===== src/nmed_pkg.sv =====
// ----------------------------------------------------------------------------
// nmed_pkg
// Shared constants and controller/datapath interface types for the
// neighbor-mean edge detector.
// ----------------------------------------------------------------------------
`default_nettype none

package nmed_pkg;

  localparam int MAX_WIDTH  = 512;
  localparam int MAX_HEIGHT = 1024;

  localparam int COL_W  = $clog2(MAX_WIDTH);       // column counter
  localparam int WCFG_W = 10;                       // image_width register
  localparam int HCFG_W = 11;                       // image_height register
  localparam int ROW_W  = HCFG_W;                   // input row may pass h
  localparam int OROW_W = $clog2(MAX_HEIGHT);       // output row counter
  localparam int PIX_W  = 8;
  localparam int SUM_W  = 11;                       // 8 * 255 fits
  localparam int FAC_W  = 12;
  localparam int SHF_W  = 4;
  localparam int PROD_W = SUM_W + FAC_W;
  localparam int CFG_DATA_W = 11;
  localparam int CFG_IDX_W  = 2;

  localparam logic [CFG_IDX_W-1:0] REG_WIDTH  = 2'd0;
  localparam logic [CFG_IDX_W-1:0] REG_HEIGHT = 2'd1;

  localparam logic ACT_PIXEL = 1'b0;
  localparam logic ACT_DRAIN = 1'b1;

  // reciprocal factors: x/3 = (x*2731)>>13, x/5 = (x*3277)>>14
  localparam logic [FAC_W-1:0] RECIP3 = 12'd2731;
  localparam logic [FAC_W-1:0] RECIP5 = 12'd3277;
  localparam logic [SHF_W-1:0] SHIFT3 = 4'd13;
  localparam logic [SHF_W-1:0] SHIFT5 = 4'd14;

  typedef struct packed {
    logic accept;    // latch input word, start store read
    logic step;      // shift window, write stores, advance input position
    logic sum_en;    // register masked neighbor sum
    logic mul_en;    // register reciprocal product
    logic out_load;  // load result register, advance output position
  } cmd_t;

  typedef struct packed {
    logic item_ok;   // word is acted on (not ignored)
    logic emit;      // word produces a result
    logic out_full;  // result register held by stall
  } sts_t;

endpackage

`default_nettype wire


===== src/nmed_ctrl.sv =====
// ----------------------------------------------------------------------------
// nmed_ctrl
// Sequencer: accept, read/step, sum, multiply, deliver.
// ----------------------------------------------------------------------------
`default_nettype none

module nmed_ctrl (
  input  wire logic          clk,
  input  wire logic          rst,
  input  wire logic          in_valid,
  output      logic          in_stall,
  input  wire nmed_pkg::sts_t sts,
  output      nmed_pkg::cmd_t cmd
);
  import nmed_pkg::*;

  localparam logic [2:0] S_IDLE = 3'd0;
  localparam logic [2:0] S_RD   = 3'd1;
  localparam logic [2:0] S_SUM  = 3'd2;
  localparam logic [2:0] S_MUL  = 3'd3;
  localparam logic [2:0] S_OUT  = 3'd4;

  logic [2:0] state, state_next;

  assign in_stall = (state != S_IDLE);

  always_comb begin
    cmd        = '0;
    state_next = state;
    unique case (state)
      S_IDLE: begin
        if (in_valid) begin
          cmd.accept = 1'b1;
          state_next = S_RD;
        end
      end
      S_RD: begin
        cmd.step   = sts.item_ok;
        state_next = (sts.item_ok && sts.emit) ? S_SUM : S_IDLE;
      end
      S_SUM: begin
        cmd.sum_en = 1'b1;
        state_next = S_MUL;
      end
      S_MUL: begin
        cmd.mul_en = 1'b1;
        state_next = S_OUT;
      end
      S_OUT: begin
        if (!sts.out_full) begin
          cmd.out_load = 1'b1;
          state_next   = S_IDLE;
        end
      end
      default: state_next = S_IDLE;
    endcase
  end

  always_ff @(posedge clk) begin
    if (rst) begin
      state <= S_IDLE;
    end else begin
      state <= state_next;
    end
  end

endmodule

`default_nettype wire


===== config.mk =====
export PLATFORM = sky130hd
export DESIGN_NAME = nmed_ctrl
export DESIGN_NICKNAME = d
export VERILOG_FILES = /design/src/nmed_pkg.sv /design/src/nmed_ctrl.sv
export SDC_FILE = /design/constraint.sdc
export NUM_CORES = 1
export LEC_CHECK = 0
export BUFFER_PORTS_ARGS = -buffer_cell sky130_fd_sc_hd__clkbuf_2
export CORE_AREA = 2 2 39 41
export DETAILED_ROUTE_END_ITERATION = 7
export DIE_AREA = 0 0 41 43
export SLEW_MARGIN = 20
export SYNTH_ARGS = -nofsm -noshare
export SYNTH_HDL_FRONTEND = slang
export SYNTH_SLANG_ARGS = --single-unit

===== constraint.sdc =====
create_clock -name clk -period 3.3 [get_ports clk]
set_clock_uncertainty 0.2 [all_clocks]
set_input_delay 0.33 -clock clk [delete_from_list [all_inputs] [get_ports clk]]
set_output_delay 0.33 -clock clk [all_outputs]
set_load 0.005 [all_outputs]

==> impl_metrics.toml, run 1 <==
[outcome]
status = "finished, final reports clean"

[placed_design]
place_inst = 47
dpl_worst_slack_ns = 1.85
port_buffers = 11
globalplace.congestion = 0.584
place_hpwl_um = 324

[floorplan]
rows = 14
start_util_pct = 12.5
ios = 12
die_area_um2 = 1760
fp.dieH_um = 43
coreArea_um2 = 1380
die_x_um = 41

[worst_setup_path]
rr_worst_depth = 3
r2r-end = "state[1]$_SDFFE_PP0P_"
criticalPathCategory = "register to primary output"
max_stage_delay_ns = 0.37
arrival_ns = 1.17
worstPathRequired_ns = 2.77
critPathCaptureType = "primary output"
cp-start-kind = "register"
rrSetupSlack_ns = 2.01
slowest_stage = "or3_1"
r2r_start = "state[2]$_SDFFE_PP0P_"
crit_chain = "or3_1 -> nor2_1 -> clkbuf_2"
worstPathMaxFanout = 6

[sta]
setup_slack_ns = 1.60
slew-limit-headroom_pct = 83.2
tns_ns = 0
worst_pin_slew_ns = 0.252
fin_crit_sh_pct = 51.4
final-hold-violation-count = 0
setup_violations = 0
rsz0062_at_grt = "no"
clock.fmax_mhz = 590
slew_violations = 0
fin_crit_ns = 1.70

[final_layout]
largest_reg_flops = 3
drive_gt1_share_pct = 45.7
area_growth_pct = 54.3
final_core_util_pct = 19.3
layout_commonest_cell = "clkbuf_2"
final_cell_count_no_fill = 51
final_cell_mix = "11 x clkbuf_2, 5 x nor2_1, 3 x clkbuf_4, 3 x dfxtp_1, 2 x nand2_1"
regMostFlops = "state"
diodes = 0
n_fill_cell = 160
reg_top3 = "state x3"
fin_nets = 42

[min_path]
hold_depth = 2
hp-class = "input port to register"
min_to = "state[1]$_SDFFE_PP0P_"
hp-start = "rst"

[synthesis]
avgSynthCellArea_um2 = 8.22
ys_seq_area_share_pct = 34.8
synthesis.nets = 27
yosysTopAreaCellShare_pct = 34.8
ys_ff_latch = 3
yosys.area.top_type = "dfxtp_1"
syn_area_um2 = 173
synth_cell_types = 14
syn_inst = 21
yosys_warnings = 0
yosys-top-cells-area = "dfxtp_1 35%, nor2_1 11%, a211oi_2 7.2%"

[clock_network]
cts_htree_levels = 1
clock_latency_ns = 0.23
cts_tree = "done"
post_cts_buffers = 0
cts-root-buf = "clkbuf_4"
cts_hold_buf = 0
clk_pin_slew_ns = 0.04
clock-sinks = 3
cts.path.max_buffers = 2
numCtsBuffers = 3
post_cts_resized = 0

[power_and_ir_drop]
power_density_nw_per_um2 = 429
cellLeakagePower_nw = 0.132
vdd_drop_max_v = 0.0000827

[drt]
viasPerCell = 3.69
wirelength_um = 403
ant_nets = 0
vias = 188
drtIter0Drc = 2
drtPass1Iterations = 2
wl_per_cell_um = 7.90
drc = 0

[global_route]
grt_pass1_wl_um = 614
antenna_found_initial = 0
grt_pass1_vias = 181
grt_overflow_total = 0
grtUsageTotal_pct = 5.82
grt_max_degree = 10

[flow_run]
maxCapViolations = 0
## per-layer routing
metal / vias up / wire length, um / track usage [%]
li1: 103 / - / -
met3: 0 / 38 / 3.14
met5: - / 0 / 0
met1: 77 / 173 / 5.14
met4: 0 / 0 / 8.00
met2: 8 / 191 / 7.50
## layout make-up
class	instances	area [um2]	share of cell area, %
Clock buffer	4	26.3	9.86
Inverter	1	3.75	1.41
Multi-Input combinational cell	16	101	38.0
Sequential cell	3	60.1	22.5
Tap cell	16	20.0	7.51
Timing Repair Buffer	11	55.1	20.7
## cell usage after synthesis, drive strengths merged
| cell | count |
|---|---|
| dfxtp | 3 |
| a211oi | 1 |
| nor4 | 1 |
| o21ai | 1 |
| a21oi | 1 |
| buf | 1 |
| nor2 | 5 |
| a31oi | 1 |
| nor3b | 1 |
| and4bb | 1 |
| inv | 1 |
| or3 | 1 |
| and3b | 1 |
| nand2 | 2 |
## logic make-up after synthesis
logic type      after synthesis  synth area share [%]
flops                         3                  34.8
compound gates                4                  16.7
simple gates                 12                  42.0
buf+inv                       2                  6.52
## power by group
group          switching [mW]  internal, mW  total (mW)
logic                 0.00580       0.00607      0.0119
clock network          0.0182        0.0453      0.0635
registers             0.00136        0.0375      0.0389
## worst max path at each step
stage                               start     end  slack, ns  cells after the start
floorplan           state[1]$_SDFFE_PP0P_  cmd[4]       1.94                      2
global placement    state[2]$_SDFFE_PP0P_  cmd[4]       1.86                      3
detailed placement  state[0]$_SDFFE_PP0P_  cmd[4]       1.85                      3
CTS                 state[0]$_SDFFE_PP0P_  cmd[4]       1.59                      3
global route        state[1]$_SDFFE_PP0P_  cmd[4]       1.53                      3
finish              state[0]$_SDFFE_PP0P_  cmd[4]       1.60                      3
## worst max-delay path, delay by kind of cell (launching register included)
| family | cells | cell delay [ns] |
|---|---|---|
| simple gates | 2 | 0.47 |
| flops | 1 | 0.34 |
| buf+inv | 1 | 0.12 |
## stage by stage
stage	hold slack (ns)	area, um2	power [mW]
5_1_grt	0.0925	267	0.122
3_3_place_gp	0.320	240	0.0513
3_5_place_dp	0.325	240	0.0515
6_report	0.0973	267	0.114
2_1_floorplan	0.195	173	0.0444
4_1_cts	0.0900	267	0.119
(Power assumes the default switching activity.)
==> inputs of run 2 (changes only) <==
clock period = 1.6 ns   (was 3.3 ns; I/O delays follow)
==> impl_metrics.toml, run 2 (synthesis results as in run 1) <==
[outcome]
status = "finished, final reports clean"

[drt]
drtIter0Drc = 6
drtPass1Iterations = 2
viasPerCell = 3.94
wl_per_cell_um = 8.19
wirelength_um = 426
drc = 0
vias = 205
ant_nets = 0

[final_layout]
drive_gt1_share_pct = 50.0
regMostFlops = "state"
final_cell_count_no_fill = 52
multiInputGateArea_um2 = 106
final_cell_mix = "11 x clkbuf_2, 5 x nor2_1, 3 x clkbuf_4"
diodes = 0
area_growth_pct = 63.8
reg_top3 = "state x3"
layout_commonest_cell = "clkbuf_2"
n_fill_cell = 167
regArea_um2 = 61.3
largest_reg_flops = 3
fin_nets = 43

[global_route]
grt_pass1_vias = 174
grt_overflow_total = 0
antenna_found_initial = 0
grtUsageTotal_pct = 6.22
grt_pass1_wl_um = 683
grt_max_degree = 10

[sta]
setup_violations = 0
tns_ns = 0
clock.fmax_mhz = 652
slew-limit-headroom_pct = 86.4
hold_slack_ns = 0.0206
worst_pin_slew_ns = 0.203
final-hold-violation-count = 0
slew_violations = 0
fin_crit_sh_pct = 95.8
fin_crit_ns = 1.53
rsz0062_at_grt = "no"

[clock_network]
cts-root-buf = "clkbuf_4"
cts_tree = "done"
cts_htree_levels = 1
numCtsBuffers = 3
cts.path.max_buffers = 2
clock_latency_ns = 0.23
clock-sinks = 3
clk_pin_slew_ns = 0.03

[placed_design]
port_buffers = 11
globalplace.congestion = 0.658
place_inst = 47

[worst_setup_path]
arrival_ns = 1.17
worstPathMaxFanout = 6
cp-start-kind = "register"
criticalPathCategory = "register to primary output"
critPathCaptureType = "primary output"
worstPathRequired_ns = 1.24

[floorplan]
start_util_pct = 12.5
ios = 12
die_area_um2 = 1760
fp.dieH_um = 43
coreArea_um2 = 1380
rows = 14
die_x_um = 41

[power_and_ir_drop]
vdd_drop_max_v = 0.000247
power_density_nw_per_um2 = 837
cellLeakagePower_nw = 0.135

[flow_run]
maxCapViolations = 0

[min_path]
hp-class = "input port to register"
-- run 2: worst max-delay path, stage by stage (launching register included) --
cell and delay (ns):
dfxtp_1 0.34, or3_4 0.40, nor2_1 0.09, clkbuf_2 0.12
-- run 2: worst paths after layout --
check	slack [ns]	end	from	cells after the start
max	0.07	cmd[4]	state[1]$_SDFFE_PP0P_	3
min	0.02	state[0]$_SDFFE_PP0P_	in_valid	3
max reg2reg	0.39	state[1]$_SDFFE_PP0P_	state[2]$_SDFFE_PP0P_	3
min reg2reg	0.31	state[0]$_SDFFE_PP0P_	state[2]$_SDFFE_PP0P_	1
-- run 2: layer usage --
metal / vias up / part of all wire, % / track usage, %
met5: - / 0 / 0
met4: 0 / 0 / 6.00
met3: 0 / 12 / 4.71
met2: 8 / 49 / 7.81
met1: 92 / 39 / 6.09
li1: 105 / - / -
-- run 2: area by class of cell --
type	count	area share (%)
timing repair buffer	12	23.0
inverter	1	1.33
clock buffer	4	9.29
sequential	3	21.7
tap	16	7.08
multi-input combinational	16	37.6
-- run 2: metrics by stage --
| stage | worst slack [ns] | total power [mW] | utilization (%) | cell area [um2] |
|---|---|---|---|---|
| floorplan | 0.388 | 0.0916 | - | 173 |
| global placement | 0.321 | 0.106 | 17.4 | 240 |
| detailed placement | 0.288 | 0.106 | 17.4 | 240 |
| CTS | 0.0373 | 0.243 | 20.0 | 277 |
| global route | 0.00592 | 0.258 | 20.4 | 283 |
| finish | 0.0673 | 0.237 | 20.4 | 283 |
-- run 2: where the power goes --
part / total [mW] / switching (mW) / leakage [nW] / internal [mW]
clock network: 0.128 / 0.0353 / 0.0150 / 0.0932
logic: 0.0277 / 0.0121 / 0.0953 / 0.0156
registers: 0.0805 / 0.00315 / 0.0249 / 0.0774
-- run 2: what timing repair did --
item	CTS	global route
gates resized for setup	0	2
hold endpoints to repair	3	0
hold buffers	1	0
endpoints found under the setup margin	0	1
buffers inserted	0	0
==> inputs of run 3 (changes only) <==
==> constraint.sdc (replaced) <==
create_clock -name clk -period 1.6 [get_ports clk]
set_clock_uncertainty 0.2 [all_clocks]
set_input_delay 0.24 -clock clk [delete_from_list [all_inputs] [get_ports clk]]
set_output_delay 0.24 -clock clk [all_outputs]
set_load 0.005 [all_outputs]
==> impl_metrics.toml, run 3 (synthesis results as in run 1) <==
[global_route]
grt_overflow_total = 0
antenna_found_initial = 0
grt_pass1_vias = 166
grtUsageTotal_pct = 5.52
grt_max_degree = 10
grt_pass1_wl_um = 579

[floorplan]
start_util_pct = 12.5
die_area_um2 = 1760
rows = 14
fp.dieH_um = 43
die_x_um = 41
ios = 12
coreArea_um2 = 1380

[placed_design]
placed_cell_area_um2 = 240
place_hpwl_um = 326
place_inst = 47
port_buffers = 11
globalplace.congestion = 0.571
dpl_worst_slack_ns = 0.241

[final_layout]
final_cell_mix = "10 x clkbuf_2, 4 x nor2_1, 3 x clkbuf_4"
final_cell_count_no_fill = 51
largest_reg_flops = 3
area_growth_pct = 60.1
reg_top3 = "state x3"
fin_nets = 42
diodes = 0
drive_gt1_share_pct = 57.1
layout_commonest_cell = "clkbuf_2"
postLayoutCellArea_um2 = 277
final_core_util_pct = 20.0
regMostFlops = "state"

[power_and_ir_drop]
power.internal_uw = 186
p_switching_uw = 52.5
netSwitchingFraction_pct = 22.1
clkPwrFrac_pct = 54.7
cellLeakagePower_nw = 0.132
p_comb_share_pct = 11.3
seqPwrFrac_pct = 33.9
power_density_nw_per_um2 = 861
power_uw = 238
vdd_drop_max_v = 0.000197

[clock_network]
cts_tree = "done"
clock_latency_ns = 0.23
cts_htree_levels = 1
clock-sinks = 3
cts-root-buf = "clkbuf_4"
clk_pin_slew_ns = 0.03
numCtsBuffers = 3
cts_hold_buf = 0
cts.path.max_buffers = 2

[sta]
fin_crit_ns = 1.60
slew_violations = 0
setup_violations = 0
final-hold-violation-count = 0
rsz0062_at_grt = "yes"
worst_pin_slew_ns = 0.215
setup_slack_ns = 0.00487
hold_slack_ns = 0.0108
tns_ns = 0
slew-limit-headroom_pct = 85.5
clock.fmax_mhz = 627
fin_crit_sh_pct = 99.7

[worst_setup_path]
arrival_ns = 1.16
worstPathRequired_ns = 1.16
criticalPathCategory = "register to primary output"
worstPathMaxFanout = 6
cp-startpoint = "state[0]$_SDFFE_PP0P_"
r2r_start = "state[2]$_SDFFE_PP0P_"
critPathCaptureType = "primary output"
cp-start-kind = "register"

[drt]
viasPerCell = 3.92
drtIter0Drc = 1
wl_per_cell_um = 8.27
drtPass1Iterations = 2
ant_nets = 0
drc = 0
wirelength_um = 422
vias = 200

[outcome]
status = "finished, final reports clean"

[flow_run]
maxCapViolations = 0

[min_path]
hp-class = "input port to register"
hp-start = "rst"
## run 3: cell count changes in the layout (fill, tap and decap cells not counted), sizes merged
cell,delta
clkbuf,-1
dlygate4sd3,-1
buf,+1
## run 3: power groups by stage
stage | Sequential, mW | Clock, mW | Combinational [mW]
4_1_cts | 0.0805 | 0.139 | 0.0252
3_5_place_dp | 0.0813 | 0 | 0.0250
3_3_place_gp | 0.0812 | 0 | 0.0244
2_1_floorplan | 0.0806 | 0 | 0.0109
6_report | 0.0807 | 0.130 | 0.0270
5_1_grt | 0.0809 | 0.144 | 0.0313
## run 3: layer usage
| layer | vias up | global-route usage [%] | share of wire [%] |
|---|---|---|---|
| met4 | 0 | 6.00 | 0 |
| li1 | 104 | - | - |
| met2 | 8 | 7.50 | 51 |
| met1 | 88 | 4.17 | 36 |
| met3 | 0 | 4.71 | 13 |
| met5 | - | 0 | 0 |
## run 3: critical path, cell delays in order, from the launching register on
cell and delay (ns):
dfxtp_2 0.34, or3_4 0.39, nor2_2 0.10, buf_2 0.10
## run 3: cell type report
type                    count  area (um2)
flip-flops and latches      3        62.6
clock buffers               4        26.3
fillers                   164        1110
multi-input cells          16         109
well taps                  16        20.0
repair buffers             11        55.1
inverters                   1        3.75
## run 3: path summary, 6_finish.rpt
check | to | slack [ns] | depth (start not counted)
hold / removal | state[1]$_SDFFE_PP0P_ | 0.01 | 2
hold reg to reg | state[0]$_SDFFE_PP0P_ | 0.27 | 1
setup reg to reg | state[1]$_SDFFE_PP0P_ | 0.40 | 3
setup / recovery | cmd[4] | 0.005 | 3
## run 3: what timing repair did
| item | in CTS | in global routing |
|---|---|---|
| endpoints found under the setup margin | 1 | 2 |
| resized for setup | 1 | 4 |
| endpoints found under the hold margin | 0 | 0 |
| pin swaps | 1 | 1 |
| buffers inserted | 0 | 0 |
